File: src/rtl/frbc_pkg.sv
`timescale 1ns / 1ps
// ============================================================================
// frbc_pkg
// Shared types, tables and the single Feistel round for the block cipher.
// ============================================================================
package frbc_pkg;

  localparam int BLOCK_W      = 64;
  localparam int HALF_W       = 32;
  localparam int KEY_W        = 48;
  localparam int BUF_W        = 56;
  localparam int QUEUE_DEPTH  = 2;

  // Block made of eight pad bytes of value 8
  localparam logic [BLOCK_W-1:0] PAD_BLOCK = 64'h0808_0808_0808_0808;

  // Expansion table, MSB-first bit numbering
  localparam logic [4:0] EXP_TAB [48] = '{
    5'd31, 5'd0,  5'd1,  5'd2,  5'd3,  5'd4,  5'd3,  5'd4,  5'd5,  5'd6,  5'd7,  5'd8,
    5'd7,  5'd8,  5'd9,  5'd10, 5'd11, 5'd12, 5'd11, 5'd12, 5'd13, 5'd14, 5'd15, 5'd16,
    5'd15, 5'd16, 5'd17, 5'd18, 5'd19, 5'd20, 5'd19, 5'd20, 5'd21, 5'd22, 5'd23, 5'd24,
    5'd23, 5'd24, 5'd25, 5'd26, 5'd27, 5'd28, 5'd27, 5'd28, 5'd29, 5'd30, 5'd31, 5'd0
  };

  // One four-row table shared by all eight S-boxes
  localparam logic [3:0] SBOX_TAB [4][16] = '{
    '{4'd2,  4'd12, 4'd4,  4'd1,  4'd7,  4'd10, 4'd11, 4'd6,
      4'd8,  4'd5,  4'd3,  4'd15, 4'd13, 4'd0,  4'd14, 4'd9},
    '{4'd14, 4'd11, 4'd2,  4'd12, 4'd4,  4'd7,  4'd13, 4'd1,
      4'd5,  4'd0,  4'd15, 4'd10, 4'd3,  4'd9,  4'd8,  4'd6},
    '{4'd4,  4'd2,  4'd1,  4'd11, 4'd10, 4'd13, 4'd7,  4'd8,
      4'd15, 4'd9,  4'd12, 4'd5,  4'd6,  4'd3,  4'd0,  4'd14},
    '{4'd11, 4'd8,  4'd12, 4'd7,  4'd1,  4'd14, 4'd2,  4'd13,
      4'd6,  4'd15, 4'd0,  4'd9,  4'd10, 4'd4,  4'd5,  4'd3}
  };

  // Output permutation, MSB-first bit numbering
  localparam logic [4:0] PERM_TAB [32] = '{
    5'd15, 5'd6,  5'd19, 5'd20, 5'd28, 5'd11, 5'd27, 5'd16,
    5'd0,  5'd14, 5'd22, 5'd25, 5'd4,  5'd17, 5'd30, 5'd9,
    5'd1,  5'd7,  5'd23, 5'd13, 5'd31, 5'd26, 5'd2,  5'd8,
    5'd18, 5'd12, 5'd29, 5'd5,  5'd21, 5'd10, 5'd3,  5'd24
  };

  // Block job handed from the packer to the round stage
  typedef struct packed {
    logic [BLOCK_W-1:0] block;
    logic               last;       // final block of the message
    logic               pad_extra;  // a full pad block follows this one
  } frbc_job_t;

  // One Feistel round: output is R followed by L ^ f(R, key)
  function automatic logic [BLOCK_W-1:0] frbc_round(input logic [BLOCK_W-1:0] blk,
                                                    input logic [KEY_W-1:0]   key);
    logic [HALF_W-1:0] l;
    logic [HALF_W-1:0] r;
    logic [KEY_W-1:0]  e;
    logic [HALF_W-1:0] s;
    logic [HALF_W-1:0] p;
    logic [5:0]        g;
    l = blk[BLOCK_W-1:HALF_W];
    r = blk[HALF_W-1:0];
    for (int i = 0; i < KEY_W; i++) begin
      e[KEY_W-1-i] = r[HALF_W-1-int'(EXP_TAB[i])];
    end
    e = e ^ key;
    for (int i = 0; i < 8; i++) begin
      g = e[KEY_W-6-6*i +: 6];
      s[HALF_W-4-4*i +: 4] = SBOX_TAB[{g[5], g[0]}][g[4:1]];
    end
    for (int i = 0; i < HALF_W; i++) begin
      p[HALF_W-1-i] = s[HALF_W-1-int'(PERM_TAB[i])];
    end
    return {r, l ^ p};
  endfunction

endpackage

File: src/rtl/frbc_if.sv
`timescale 1ns / 1ps
// ============================================================================
// frbc channel interfaces
// Byte input channel and cipher block output channel, valid/ready.
// ============================================================================
interface frbc_byte_if;
  logic       valid;
  logic       ready;
  logic [7:0] data_byte;
  logic       end_of_message;

  modport source (output valid, output data_byte, output end_of_message, input ready);
  modport sink   (input valid, input data_byte, input end_of_message, output ready);
endinterface

interface frbc_block_if;
  logic        valid;
  logic        ready;
  logic [63:0] cipher_block;
  logic        last_block;

  modport source (output valid, output cipher_block, output last_block, input ready);
  modport sink   (input valid, input cipher_block, input last_block, output ready);
endinterface

File: src/rtl/frbc_front.sv
`timescale 1ns / 1ps
// ============================================================================
// frbc_front
// Packs bytes into blocks, applies padding and classifies each block job.
// ============================================================================
module frbc_front (
  input  logic                clk,
  input  logic                rst_n,
  frbc_byte_if.sink           in_bus,
  input  logic                q_full,
  output logic                push,
  output frbc_pkg::frbc_job_t push_job
);
  import frbc_pkg::*;

  logic [BUF_W-1:0]   buffer_r;
  logic [2:0]         count_r;
  logic               accept;
  logic [BLOCK_W-1:0] acc;
  logic [BLOCK_W-1:0] padded;
  logic [2:0]         pad;
  logic               full_blk;

  assign in_bus.ready = !q_full;
  assign accept       = in_bus.valid && !q_full;
  assign acc          = {buffer_r, in_bus.data_byte};
  assign full_blk     = (count_r == 3'd7);
  assign pad          = 3'd7 - count_r;

  // Partial block: shift the held bytes up, fill the low bytes with the pad value
  always_comb begin
    padded = acc << {pad, 3'b000};
    for (int i = 0; i < 8; i++) begin
      if (3'(i) < pad) begin
        padded[8*i +: 8] = {5'd0, pad};
      end
    end
  end

  always_comb begin
    push               = accept && (full_blk || in_bus.end_of_message);
    push_job.block     = full_blk ? acc : padded;
    push_job.last      = !full_blk;
    push_job.pad_extra = full_blk && in_bus.end_of_message;
  end

  always_ff @(posedge clk) begin
    if (!rst_n) begin
      count_r <= 3'd0;
    end else if (accept) begin
      if (full_blk || in_bus.end_of_message) begin
        count_r <= 3'd0;
      end else begin
        count_r <= count_r + 3'd1;
      end
    end
  end

  always_ff @(posedge clk) begin
    if (accept) begin
      buffer_r <= acc[BUF_W-1:0];
    end
  end

endmodule

File: src/rtl/frbc_queue.sv
`timescale 1ns / 1ps
// ============================================================================
// frbc_queue
// Short job queue between the packer and the round stage.
// ============================================================================
module frbc_queue #(
  parameter int DEPTH = frbc_pkg::QUEUE_DEPTH
) (
  input  logic                clk,
  input  logic                rst_n,
  input  logic                push,
  input  frbc_pkg::frbc_job_t push_job,
  output logic                full,
  input  logic                pop,
  output logic                head_valid,
  output frbc_pkg::frbc_job_t head_job
);
  import frbc_pkg::*;

  localparam int PTR_W = (DEPTH > 1) ? $clog2(DEPTH) : 1;
  localparam int CNT_W = $clog2(DEPTH + 1);

  frbc_job_t        mem_r [DEPTH];
  logic [PTR_W-1:0] wr_ptr_r;
  logic [PTR_W-1:0] rd_ptr_r;
  logic [CNT_W-1:0] count_r;

  function automatic logic [PTR_W-1:0] bump(input logic [PTR_W-1:0] ptr);
    return (ptr == PTR_W'(DEPTH - 1)) ? '0 : ptr + PTR_W'(1);
  endfunction

  assign full       = (count_r == CNT_W'(DEPTH));
  assign head_valid = (count_r != '0);
  assign head_job   = mem_r[rd_ptr_r];

  always_ff @(posedge clk) begin
    if (!rst_n) begin
      wr_ptr_r <= '0;
      rd_ptr_r <= '0;
      count_r  <= '0;
    end else begin
      if (push) begin
        wr_ptr_r <= bump(wr_ptr_r);
      end
      if (pop) begin
        rd_ptr_r <= bump(rd_ptr_r);
      end
      if (push && !pop) begin
        count_r <= count_r + CNT_W'(1);
      end else if (pop && !push) begin
        count_r <= count_r - CNT_W'(1);
      end
    end
  end

  always_ff @(posedge clk) begin
    if (push) begin
      mem_r[wr_ptr_r] <= push_job;
    end
  end

endmodule

File: src/rtl/frbc_back.sv
`timescale 1ns / 1ps
// ============================================================================
// frbc_back
// Holds the round key, runs the Feistel round and drives the output register.
// ============================================================================
module frbc_back (
  input  logic                         clk,
  input  logic                         rst_n,
  input  logic                         cfg_we,
  input  logic [frbc_pkg::KEY_W-1:0]   cfg_wdata,
  input  logic                         head_valid,
  input  frbc_pkg::frbc_job_t          head_job,
  output logic                         pop,
  frbc_block_if.source                 out_bus
);
  import frbc_pkg::*;

  logic [KEY_W-1:0]   key_r;
  logic               phase_r;     // 1 while emitting the trailing pad block
  logic               out_valid_r;
  logic [BLOCK_W-1:0] out_block_r;
  logic               out_last_r;
  logic               load;
  logic [BLOCK_W-1:0] src;
  logic [BLOCK_W-1:0] ct;
  logic               hold;

  assign load = !out_valid_r || out_bus.ready;
  assign hold = head_job.pad_extra && !phase_r;
  assign pop  = load && head_valid && !hold;
  assign src  = phase_r ? PAD_BLOCK : head_job.block;
  assign ct   = frbc_round(src, key_r);

  assign out_bus.valid        = out_valid_r;
  assign out_bus.cipher_block = out_block_r;
  assign out_bus.last_block   = out_last_r;

  always_ff @(posedge clk) begin
    if (!rst_n) begin
      key_r <= '0;
    end else if (cfg_we) begin
      key_r <= cfg_wdata;
    end
  end

  always_ff @(posedge clk) begin
    if (!rst_n) begin
      out_valid_r <= 1'b0;
      phase_r     <= 1'b0;
    end else if (load) begin
      out_valid_r <= head_valid;
      if (head_valid) begin
        phase_r <= hold;
      end
    end
  end

  always_ff @(posedge clk) begin
    if (load && head_valid) begin
      out_block_r <= ct;
      out_last_r  <= phase_r ? 1'b1 : head_job.last;
    end
  end

endmodule

File: src/rtl/feistel_round_block_cipher_top.sv
`timescale 1ns / 1ps
// ============================================================================
// feistel_round_block_cipher_top
// Byte-stream single-round Feistel block cipher with PKCS-style padding.
// ============================================================================
// Plaintext bytes enter on in_bus, one per transfer, and are packed MSB-first
// into 64-bit blocks; the byte flagged end_of_message closes the message and
// pads it with N bytes of value N (a whole pad block when the length is a
// multiple of eight). Each block goes through one DES-style round keyed by the
// 48-bit round key written on cfg_we/cfg_wdata, and leaves on out_bus with the
// right half in the top 32 bits and last_block set on the final block. The
// block takes one byte per cycle while in_bus.ready is high. The job for a
// block is written into the job queue when the byte completing it is
// transferred, and moves on into the output register once that register is
// free. A message that ends on a block boundary yields two results, its last
// data block and then a whole pad block. in_bus.ready drops only while the job
// queue is full: when the output side has been stalled, or when a block job
// follows straight after a message that ends on a block boundary.
// Write the key only while no message is in flight.
module feistel_round_block_cipher_top #(
  parameter int QUEUE_DEPTH = frbc_pkg::QUEUE_DEPTH
) (
  input  logic                       clk,
  input  logic                       rst_n,
  input  logic                       cfg_we,
  input  logic [frbc_pkg::KEY_W-1:0] cfg_wdata,
  frbc_byte_if.sink                  in_bus,
  frbc_block_if.source               out_bus
);
  import frbc_pkg::*;

  // Front to queue
  logic      push;
  frbc_job_t push_job;
  logic      q_full;

  // Queue to back
  logic      pop;
  logic      head_valid;
  frbc_job_t head_job;

  // Packer and padder: classifies each completed block into a job
  frbc_front u_front (
    .clk      (clk),
    .rst_n    (rst_n),
    .in_bus   (in_bus),
    .q_full   (q_full),
    .push     (push),
    .push_job (push_job)
  );

  // Decouples byte intake from result delivery
  frbc_queue #(
    .DEPTH (QUEUE_DEPTH)
  ) u_queue (
    .clk        (clk),
    .rst_n      (rst_n),
    .push       (push),
    .push_job   (push_job),
    .full       (q_full),
    .pop        (pop),
    .head_valid (head_valid),
    .head_job   (head_job)
  );

  // Round logic and output register; expands a boundary finish into two transfers
  frbc_back u_back (
    .clk        (clk),
    .rst_n      (rst_n),
    .cfg_we     (cfg_we),
    .cfg_wdata  (cfg_wdata),
    .head_valid (head_valid),
    .head_job   (head_job),
    .pop        (pop),
    .out_bus    (out_bus)
  );

endmodule
File: src/flat_wrapper.sv
// flat-port wrapper written by rule: the top's interface ports become plain ports
module feistel_round_block_cipher_top_flat import frbc_pkg::*;
#(
  parameter int QUEUE_DEPTH = frbc_pkg::QUEUE_DEPTH
)
  (clk, rst_n, cfg_we, cfg_wdata, in_bus_valid, in_bus_data_byte, in_bus_end_of_message, in_bus_ready, out_bus_valid, out_bus_cipher_block, out_bus_last_block, out_bus_ready);
  frbc_byte_if in_bus_i ();
  frbc_block_if out_bus_i ();
  input  logic clk;
  input  logic rst_n;
  input  logic cfg_we;
  input  logic [frbc_pkg::KEY_W-1:0] cfg_wdata;
  input wire logic [$bits(in_bus_i.valid)-1:0] in_bus_valid;
  input wire logic [$bits(in_bus_i.data_byte)-1:0] in_bus_data_byte;
  input wire logic [$bits(in_bus_i.end_of_message)-1:0] in_bus_end_of_message;
  output wire logic [$bits(in_bus_i.ready)-1:0] in_bus_ready;
  output wire logic [$bits(out_bus_i.valid)-1:0] out_bus_valid;
  output wire logic [$bits(out_bus_i.cipher_block)-1:0] out_bus_cipher_block;
  output wire logic [$bits(out_bus_i.last_block)-1:0] out_bus_last_block;
  input wire logic [$bits(out_bus_i.ready)-1:0] out_bus_ready;
  assign in_bus_i.valid = in_bus_valid;
  assign in_bus_i.data_byte = in_bus_data_byte;
  assign in_bus_i.end_of_message = in_bus_end_of_message;
  assign in_bus_ready = in_bus_i.ready;
  assign out_bus_valid = out_bus_i.valid;
  assign out_bus_cipher_block = out_bus_i.cipher_block;
  assign out_bus_last_block = out_bus_i.last_block;
  assign out_bus_i.ready = out_bus_ready;
  feistel_round_block_cipher_top #(.QUEUE_DEPTH(QUEUE_DEPTH)) u_core (.clk(clk), .rst_n(rst_n), .cfg_we(cfg_we), .cfg_wdata(cfg_wdata), .in_bus(in_bus_i), .out_bus(out_bus_i));
endmodule
File: config.mk
export PLATFORM = sky130hd
export DESIGN_NAME = feistel_round_block_cipher_top_flat
export DESIGN_NICKNAME = d
export VERILOG_FILES = /design/src/rtl/frbc_pkg.sv /design/src/rtl/frbc_if.sv /design/src/rtl/frbc_front.sv /design/src/rtl/frbc_queue.sv /design/src/rtl/frbc_back.sv /design/src/rtl/feistel_round_block_cipher_top.sv /design/src/flat_wrapper.sv
export SDC_FILE = /design/constraint.sdc
export NUM_CORES = 1
export LEC_CHECK = 0
export BUFFER_PORTS_ARGS = -buffer_cell sky130_fd_sc_hd__buf_2
export CORE_MARGIN = 4
export CORE_UTILIZATION = 55
export DETAILED_ROUTE_END_ITERATION = 8
export PLACE_DENSITY = 0.73
export SETUP_SLACK_MARGIN = 0.05
export SLEW_MARGIN = 5
export SYNTH_ARGS = -nofsm -noshare
export SYNTH_HDL_FRONTEND = slang
export SYNTH_HIERARCHICAL = 1
export SYNTH_SLANG_ARGS = --single-unit
File: constraint.sdc
create_clock -name clk -period 6.1 [get_ports clk]
set_input_delay 1.22 -clock clk [delete_from_list [all_inputs] [get_ports clk]]
set_output_delay 1.22 -clock clk [all_outputs]
set_load 0.1 [all_outputs]
### After elaboration in Yosys (flattened, before gate mapping)

Memory sizes are Yosys's and may differ from the RTL's. A register that Yosys moved wholly into a read port is not among the register bits.
Index checks and enable logic that the tools add are counted.

| word-level totals | value |
|---|---|
| register bits after elaboration | 178 |
| bits in writable memories | 132 |
| input bits | 62 |
| output and inout port bits | 67 |
| logic and storage cells | 149 |
| memories | 1 |

| cells by class | value |
|---|---|
| add/sub/neg operators | 6 |
| order comparisons | 24 |
| eq/ne operators | 2 |
| shifts and indexed selects | 1 |
| muxes and demuxes | 67 |
| bitwise logic cells | 18 |
| reductions and logical operators | 20 |

Memories:

| memory | words | bits a word | rd ports | clocked after memory_dff | wr ports | line | RTL |
|---|---|---|---|---|---|---|---|
| u_core.u_queue.mem_r | 2 | 66 | 1 | 1 | 1 | frbc_queue.sv:23 | `frbc_job_t mem_r [DEPTH];` |

Operators with widths:

| kind | number |
|---|---|
| $mux 64 | 18 |
| $bmux 64 s2 | 8 |
| $bmux 4 s4 | 8 |
| $mux 4 | 16 |
| $mux 8 | 8 |
| $shl 64x6->64 | 1 |
| $xor 48x48->48 | 1 |
| $ge 5x5->1 const B | 8 |
| $not 4->5 | 8 |
| $xor 32x32->32 | 1 |
| $ge 3x3->1 const B | 8 |
| $not 2->3 | 8 |
| $lt 3x3->1 const A | 4 |
| $logic_and 1x1->1 | 8 |
| $logic_not 1->1 | 7 |
| $lt 1x3->1 const A | 2 |
| $lt 2x3->1 const A | 2 |
| $mux 1 | 6 |
| $mux 2 | 2 |
| $reduce_bool 2->1 | 2 |
| $add 3x1->3 const B | 1 |
| $eq 3x3->1 const B | 1 |
| $mux 3 | 1 |
| $sub 3x3->3 const A | 1 |
| 6 further kinds | 8 |

### Depth between registers and ports, before layout

Gate-level depths: netlist (run 1).

| depth | value |
|---|---|
| word-level depth | 10 |
| mapped depth | 16 |
| depth with buffers taken out | 12 |

### Hierarchy

Netlist (run 1), hierarchy kept.

By module, submodules not included:

| module | times used | cells each | area an instance (µm²) | sequential area each (µm²) |
|---|---|---|---|---|
| frbc_back | 1 | 1572 | 13065.0 | 2952.8 |
| frbc_queue | 1 | 227 | 4994.8 | 4063.9 |
| frbc_front | 1 | 410 | 4249.1 | 1741.7 |

### Worst setup path after synthesis (run 1)

OpenSTA, ideal clock, no wires.

| timing | value |
|---|---|
| path type | in2reg |
| start point | input in_bus_valid |
| end point | memory u_core/u_queue/mem_r[0][0] (netlist bit), enable pin |
| library setup time | 0.499 ns |
| arrival | 4.539 ns |
| data required time | 5.601 ns |
| path slack | 1.062 ns |
| stages | 3 |
| path buffers | 0 |
| path through | nand2b_1 -> nor2_1 -> nor2b_1 |

| between the ends | value |
|---|---|
| cells in the longest elaborated chain, start to end | 4 |

Ends and longest elaborated chain:

| item | line | RTL |
|---|---|---|
| from (decl) | flat_wrapper.sv:13 | `input wire logic [$bits(in_bus_i.valid)-1:0] in_bus_valid;` |
| $logic_and 1x1->1 | frbc_front.sv:25 | `assign accept = in_bus.valid && !q_full;` |
| $logic_and 1x1->1 | frbc_front.sv:41 | `push = accept && (full_blk \|\| in_bus.end_of_message);` |
| net u_core.push | feistel_round_block_cipher_top.sv:33 | `logic push;` |
| $mux 1 | frbc_queue.sv:57 | `if (push) begin` |
| $mux 1 (not written as such) | frbc_queue.sv:58 | `mem_r[wr_ptr_r] <= push_job;` |
| to (decl) | frbc_queue.sv:23 |  |

The timed path passes the listed nets, and every way through them passes these cells.

==> results of run 1 <==
state kept, by name (all words and copies together), names as in the netlist, 2 cells and up, named ones only:
name and cells:
u_core/u_back/key_r 48, u_core/u_back/out_bus.cipher_block 64, u_core/u_front/buffer_r 56, u_core/u_front/count_r 3
u_core/u_queue/count_r 2, u_core/u_queue/mem_r 132
cell families (layout without fill, tap and decap cells):
| group | Yosys count | in the layout | share of synthesized area |
|---|---|---|---|
| XOR/XNOR | 140 | 140 | 0.0640 |
| AO/OA/AOI/OAI | 590 | 590 | 0.182 |
| flip-flops | 311 | 311 | 0.393 |
| buffers and inverters | 279 | 318 | 0.0594 |
| AND/OR/NAND/NOR | 563 | 563 | 0.130 |
| multiplexers | 258 | 258 | 0.133 |
| adder cells (fa/ha/maj) | 68 | 68 | 0.0381 |
cell type report:
cell class	count	area [um^2]
multi-input combinational	1619	12200
tap	525	657
clock inverter	19	231
sequential	311	8770
clock buffer	47	973
fill	3309	15800
timing repair buffer	158	866
inverter	94	353
per-stage QoR:
stage / hold WS (ns) / worst slack, ns / cell area [um^2] / std cells
floorplan: 0.444 / 1.06 / 22300 / 2209
global placement: 0.458 / 1.63 / 22900 / 2707
detailed placement: 0.471 / 1.52 / 22900 / 2707
CTS: 0.485 / 1.51 / 24100 / 2773
global route: 0.498 / 1.15 / 24100 / 2773
finish: 0.491 / 1.45 / 24100 / 2773
per-layer routing:
layer,track usage,vias to the layer above,routed length (um)
met2,0.418,869,27900
met5,0,-,13
met3,0.0390,127,4900
met1,0.387,8568,26200
met4,0.0889,2,1940
li1,-,8243,-
Yosys cell counts, types with 35 or more instances:
cell type  number
edfxtp_1      253
nand2_1       146
mux2i_1       143
nor2_1        134
a21oi_1       126
o21ai_0        99
inv_1          91
mux2_2         91
nor2b_1        90
xnor2_1        84
clkbuf_1       79
ha_1           68
buf_2          61
dfxtp_1        58
a211oi_1       39
nor3_1         39
o211ai_1       39
nand2b_1       35
xor2_1         35
how the worst max path moves through the flow:
stage,end,cells after the start
2_1_floorplan,u_core/u_queue/mem_r[0][0],3
3_3_place_gp,u_core/u_back/out_bus.cipher_block[14],11
3_5_place_dp,u_core/u_back/out_bus.cipher_block[14],11
4_1_cts,u_core/u_back/out_bus.cipher_block[14],11
5_1_grt,u_core/u_back/out_bus.cipher_block[14],11
6_report,u_core/u_back/out_bus.cipher_block[1],13
where the power goes:
| group | switching (uW) | internal, uW | leakage [uW] | total, uW |
|---|---|---|---|---|
| Combinational | 5270 | 2590 | 0.00539 | 7860 |
| Clock | 872 | 1340 | 0.000584 | 2210 |
| Sequential | 320 | 2940 | 0.00278 | 3260 |
| Total | 6460 | 6880 | 0.00875 | 13300 |
==> impl_metrics.yaml, run 1 <==
clocking:
  tritoncts: "yes"
  cts-buffers-inserted: 36
  post_cts_buffers: 0
  htree_levels: 2
  clk_path_buf_depth: 3
  cts_hold_buf: 0
  cts_resized: 0
  path_clk_slew_ns: 0.06
  clock_sinks: 311
  root_buffer: "clkbuf_16"
  insertion_delay_ns: 0.55
worst_setup_path:
  required_ns: 6.38
  crit_path_max_incr_delay_ns: 0.65
  reg2reg_depth: 13
  crit_path_cell_trace: "buf_4 -> mux2_2 -> nor2b_1 -> xnor2_1 -> inv_1 -> ha_1 -> nor2b_1 -> o21ai_0 -> o211ai_1 -> o22ai_1 -> nor2_1 -> a211oi_1 -> xnor2_1"
  r2r_setup_slack_ns: 1.45
  arrival_ns: 4.93
  slowest_stage: "nor2b_1"
  r2r_end: "u_core/u_back/out_bus.cipher_block[1]"
  critPathBufInv: 2
  critPathKind: "flop to flop"
  cp_top_family: "compound AO/OA/AOI/OAI gates"
  endpoint_kind: "flop"
  critPathMaxFanout: 24
  cp-start-kind: "flop"
timing:
  rsz0062_at_grt: "false"
  fmax_ghz: 0.215
  worst_pin_slew_ns: 1.24
  fin_crit_sh: 0.763
  slew_violations: 0
  setup_tns_ns: 0
  layout_min_cycle_time_ns: 4.65
  slew-limit-headroom: 0.164
  hold_violations: 0
  fin_skew_ns: 0.0237
  setup-violations-final: 0
floorplan:
  die-area_mm2: 0.0438
  die_h_um: 209
  core_area_mm2: 0.0399
  fp.dieW_um: 209
  rows: 73
  start_util: 0.559
  boundaryPins: 129
synth:
  synth_top_area_frac: 0.341
  syn_area_per_cell_um2: 10.1
  synth_area_leaders: "edfxtp_1, mux2i_1, dfxtp_1, mux2_2, ha_1"
  yosys.area.top_type: "edfxtp_1"
  synthCells: 2209
  synth_nets: 2339
  synth.distinct_cells: 95
  synth-edff-count: 253
  yosys_warnings: 6
  async_flop_share: 0
  synth-seq-cells: 311
  syn_area_mm2: 0.0223
  yosysSeqAreaShare: 0.393
  synth_top_flop_cell: "edfxtp_1"
global_route:
  grt_util_all_layers: 0.268
  antenna_found_initial: 1
  grt_max_degree: 67
  overflow: 0
  grt_pass1_vias: 16709
  grt_pass1_wl_mm: 95.5
cells_and_area:
  fin_util: 0.604
  diodes: 0
  layout.nets: 2350
  layout_common_cells: "edfxtp_1, nand2_1, mux2i_1"
  drive_gt1_frac: 0.176
  syn_to_final_growth_pct: 8.00
  final_common_cell: "edfxtp_1"
min_path:
  hold_class: "flop to flop"
  min_path_cells: 0
  holdPathEnd: "u_core/u_front/buffer_r[49]"
  worstHoldStart: "u_core/u_front/buffer_r[41]"
route:
  wirelength_mm: 60.9
  drt-pass1-iter-count: 5
  viasPerCell: 6.42
  vias: 17809
  antenna_left: 0
  first_iter_violations: 2085
  drt-wirelength-per-cell_um: 22.0
  drc: 0
power_and_ir_drop:
  total_power_uw: 13300
  p_leak_uw: 0.00875
  ir_drop_mv: 0.295
  powerDensity_mw_per_mm2: 553
outcome:
  status: "finished clean"
place:
  io_buffer_count: 128
  hpwl_mm: 42.2
  gp_congestion: 0.950
flow_run:
  maxCapViolCount: 0
(Power assumes the default switching activity.)
==> run 2: changes to the inputs <==
- clock period: 6.1 -> 4.4 ns (I/O delays scaled with it)
==> run 2 against run 1 <==
Against the previous run: utilization up 1.0 points; register-to-register slack worse by 0.90 ns; global-route usage up 0.42 points; non-clock buffer count up 46; combinational power up 44%; clock power up 43%; wire length up 1.6%; first-iteration DRC count down 9.7%; largest cell class unchanged; largest power group unchanged; highest routed layer unchanged.
==> impl_metrics.yaml, run 2 (synthesized netlist as in run 1, its figures left out) <==
route:
  vias: 17896
  antenna_left: 0
  drt-wirelength-per-cell_um: 21.9
  first_iter_violations: 1883
  drt-pass1-iter-count: 6
  wirelength_mm: 61.9
  drc: 0
  viasPerCell: 6.34
clocking:
  insertion_delay_ns: 0.57
  root_buffer: "clkbuf_16"
  post_cts_buffers: 0
  clock_sinks: 311
  path_clk_slew_ns: 0.06
  cts-buffers-inserted: 37
  cts_hold_buf: 0
  tritoncts: "yes"
  clk_path_buf_depth: 3
  htree_levels: 2
  cts_resized: 0
worst_setup_path:
  critPathMaxFanout: 10
  endpoint_kind: "flop"
  reg2reg_depth: 12
  arrival_ns: 4.15
  r2r_end: "u_core/u_back/out_bus.cipher_block[28]"
  required_ns: 4.70
  r2r_setup_slack_ns: 0.55
  cp-start-kind: "flop"
  critPathKind: "flop to flop"
timing:
  worst_pin_slew_ns: 1.22
  fin_crit_sh: 0.876
  hold_slack_ns: 0.501
  slew_violations: 0
  setup_tns_ns: 0
  layout_min_cycle_time_ns: 3.85
  hold_violations: 0
  slew-limit-headroom: 0.182
  fmax_ghz: 0.260
  rsz0062_at_grt: "false"
  fin_ws_ns: 0.547
  setup-violations-final: 0
  fin_skew_ns: 0.0267
place:
  io_buffer_count: 128
  dp.cells: 2753
  gp_congestion: 0.935
  pre_cts_ws_ns: 0.557
  hpwl_mm: 43.2
global_route:
  grt_pass1_wl_mm: 96.7
  overflow: 0
  grt_util_all_layers: 0.272
  grt_max_degree: 63
  grt_pass1_vias: 16957
  antenna_found_initial: 2
floorplan:
  die_h_um: 209
  start_util: 0.559
  rows: 73
  boundaryPins: 129
  core_area_mm2: 0.0399
  die-area_mm2: 0.0438
  fp.dieW_um: 209
power_and_ir_drop:
  ir_drop_mv: 0.408
  total_power_uw: 18900
  p_leak_uw: 0.00899
  powerDensity_mw_per_mm2: 772
cells_and_area:
  fin_cells: 2821
  fillCellCount: 3275
  layout_common_cells: "edfxtp_1, nand2_1, mux2i_1"
  multi_input_area_mm2: 0.0122
  syn_to_final_growth_pct: 9.83
  regMostFlops: "u_core/u_queue/mem_r"
  layout.nets: 2397
  final_common_cell: "edfxtp_1"
  drive_gt1_frac: 0.192
  register_area_mm2: 0.00877
  largest_reg_flops: 132
  diodes: 0
min_path:
  min_path_cells: 0
  worstHoldStart: "u_core/u_front/buffer_r[41]"
  holdPathEnd: "u_core/u_front/buffer_r[49]"
  hold_class: "flop to flop"
outcome:
  status: "finished clean"
flow_run:
  maxCapViolCount: 0
## run 2: worst max-delay path by stage
stage	from	end	slack, ns	depth (start not counted)
floorplan	flop	u_core/u_back/out_bus.cipher_block[14]	0.87	14
global placement	flop	u_core/u_back/out_bus.cipher_block[28]	0.60	12
detailed placement	flop	u_core/u_back/out_bus.cipher_block[28]	0.56	12
CTS	flop	u_core/u_back/out_bus.cipher_block[28]	0.52	12
global route	flop	u_core/u_back/out_bus.cipher_block[28]	0.26	12
finish	flop	u_core/u_back/out_bus.cipher_block[28]	0.55	12
## run 2: where the power goes
group	switching (uW)	leakage [uW]	internal [uW]	total (uW)
clock network	1270	0.000599	1890	3160
logic	7460	0.00562	3820	11300
registers	391	0.00278	4080	4470
## run 2: cell type report
cell class                 count  share of cell area
timing repair buffer         204              0.0505
multi-input combinational   1619               0.499
tap                          525              0.0268
clock inverter                22              0.0110
clock buffer                  46              0.0400
sequential                   311               0.358
inverter                      94              0.0145
## run 2: layer usage
layer	global-route usage	up-vias	part of all wire
met3	0.0526	126	0.081
li1	-	8336	-
met5	0	-	0.00044
met4	0.0884	4	0.031
met1	0.392	8629	0.43
met2	0.417	801	0.46
## run 2: stage by stage
step / utilization / cell area [um^2]
floorplan: - / 22300
detailed placement: 0.583 / 23300
finish: 0.614 / 24500
CTS: 0.614 / 24500
global placement: 0.583 / 23300
global route: 0.614 / 24500
## run 2: critical path: stages (launching register included)
cell and delay [ns]:
dfxtp_2 0.48, buf_4 0.20, mux2_2 0.42, and2b_1 0.24, xor2_2 0.44, ha_1 0.33, inv_1 0.23, o21ai_0 0.12
a221oi_1 0.28, o221ai_1 0.16, and3_1 0.20, o311ai_1 0.37, xnor2_1 0.10
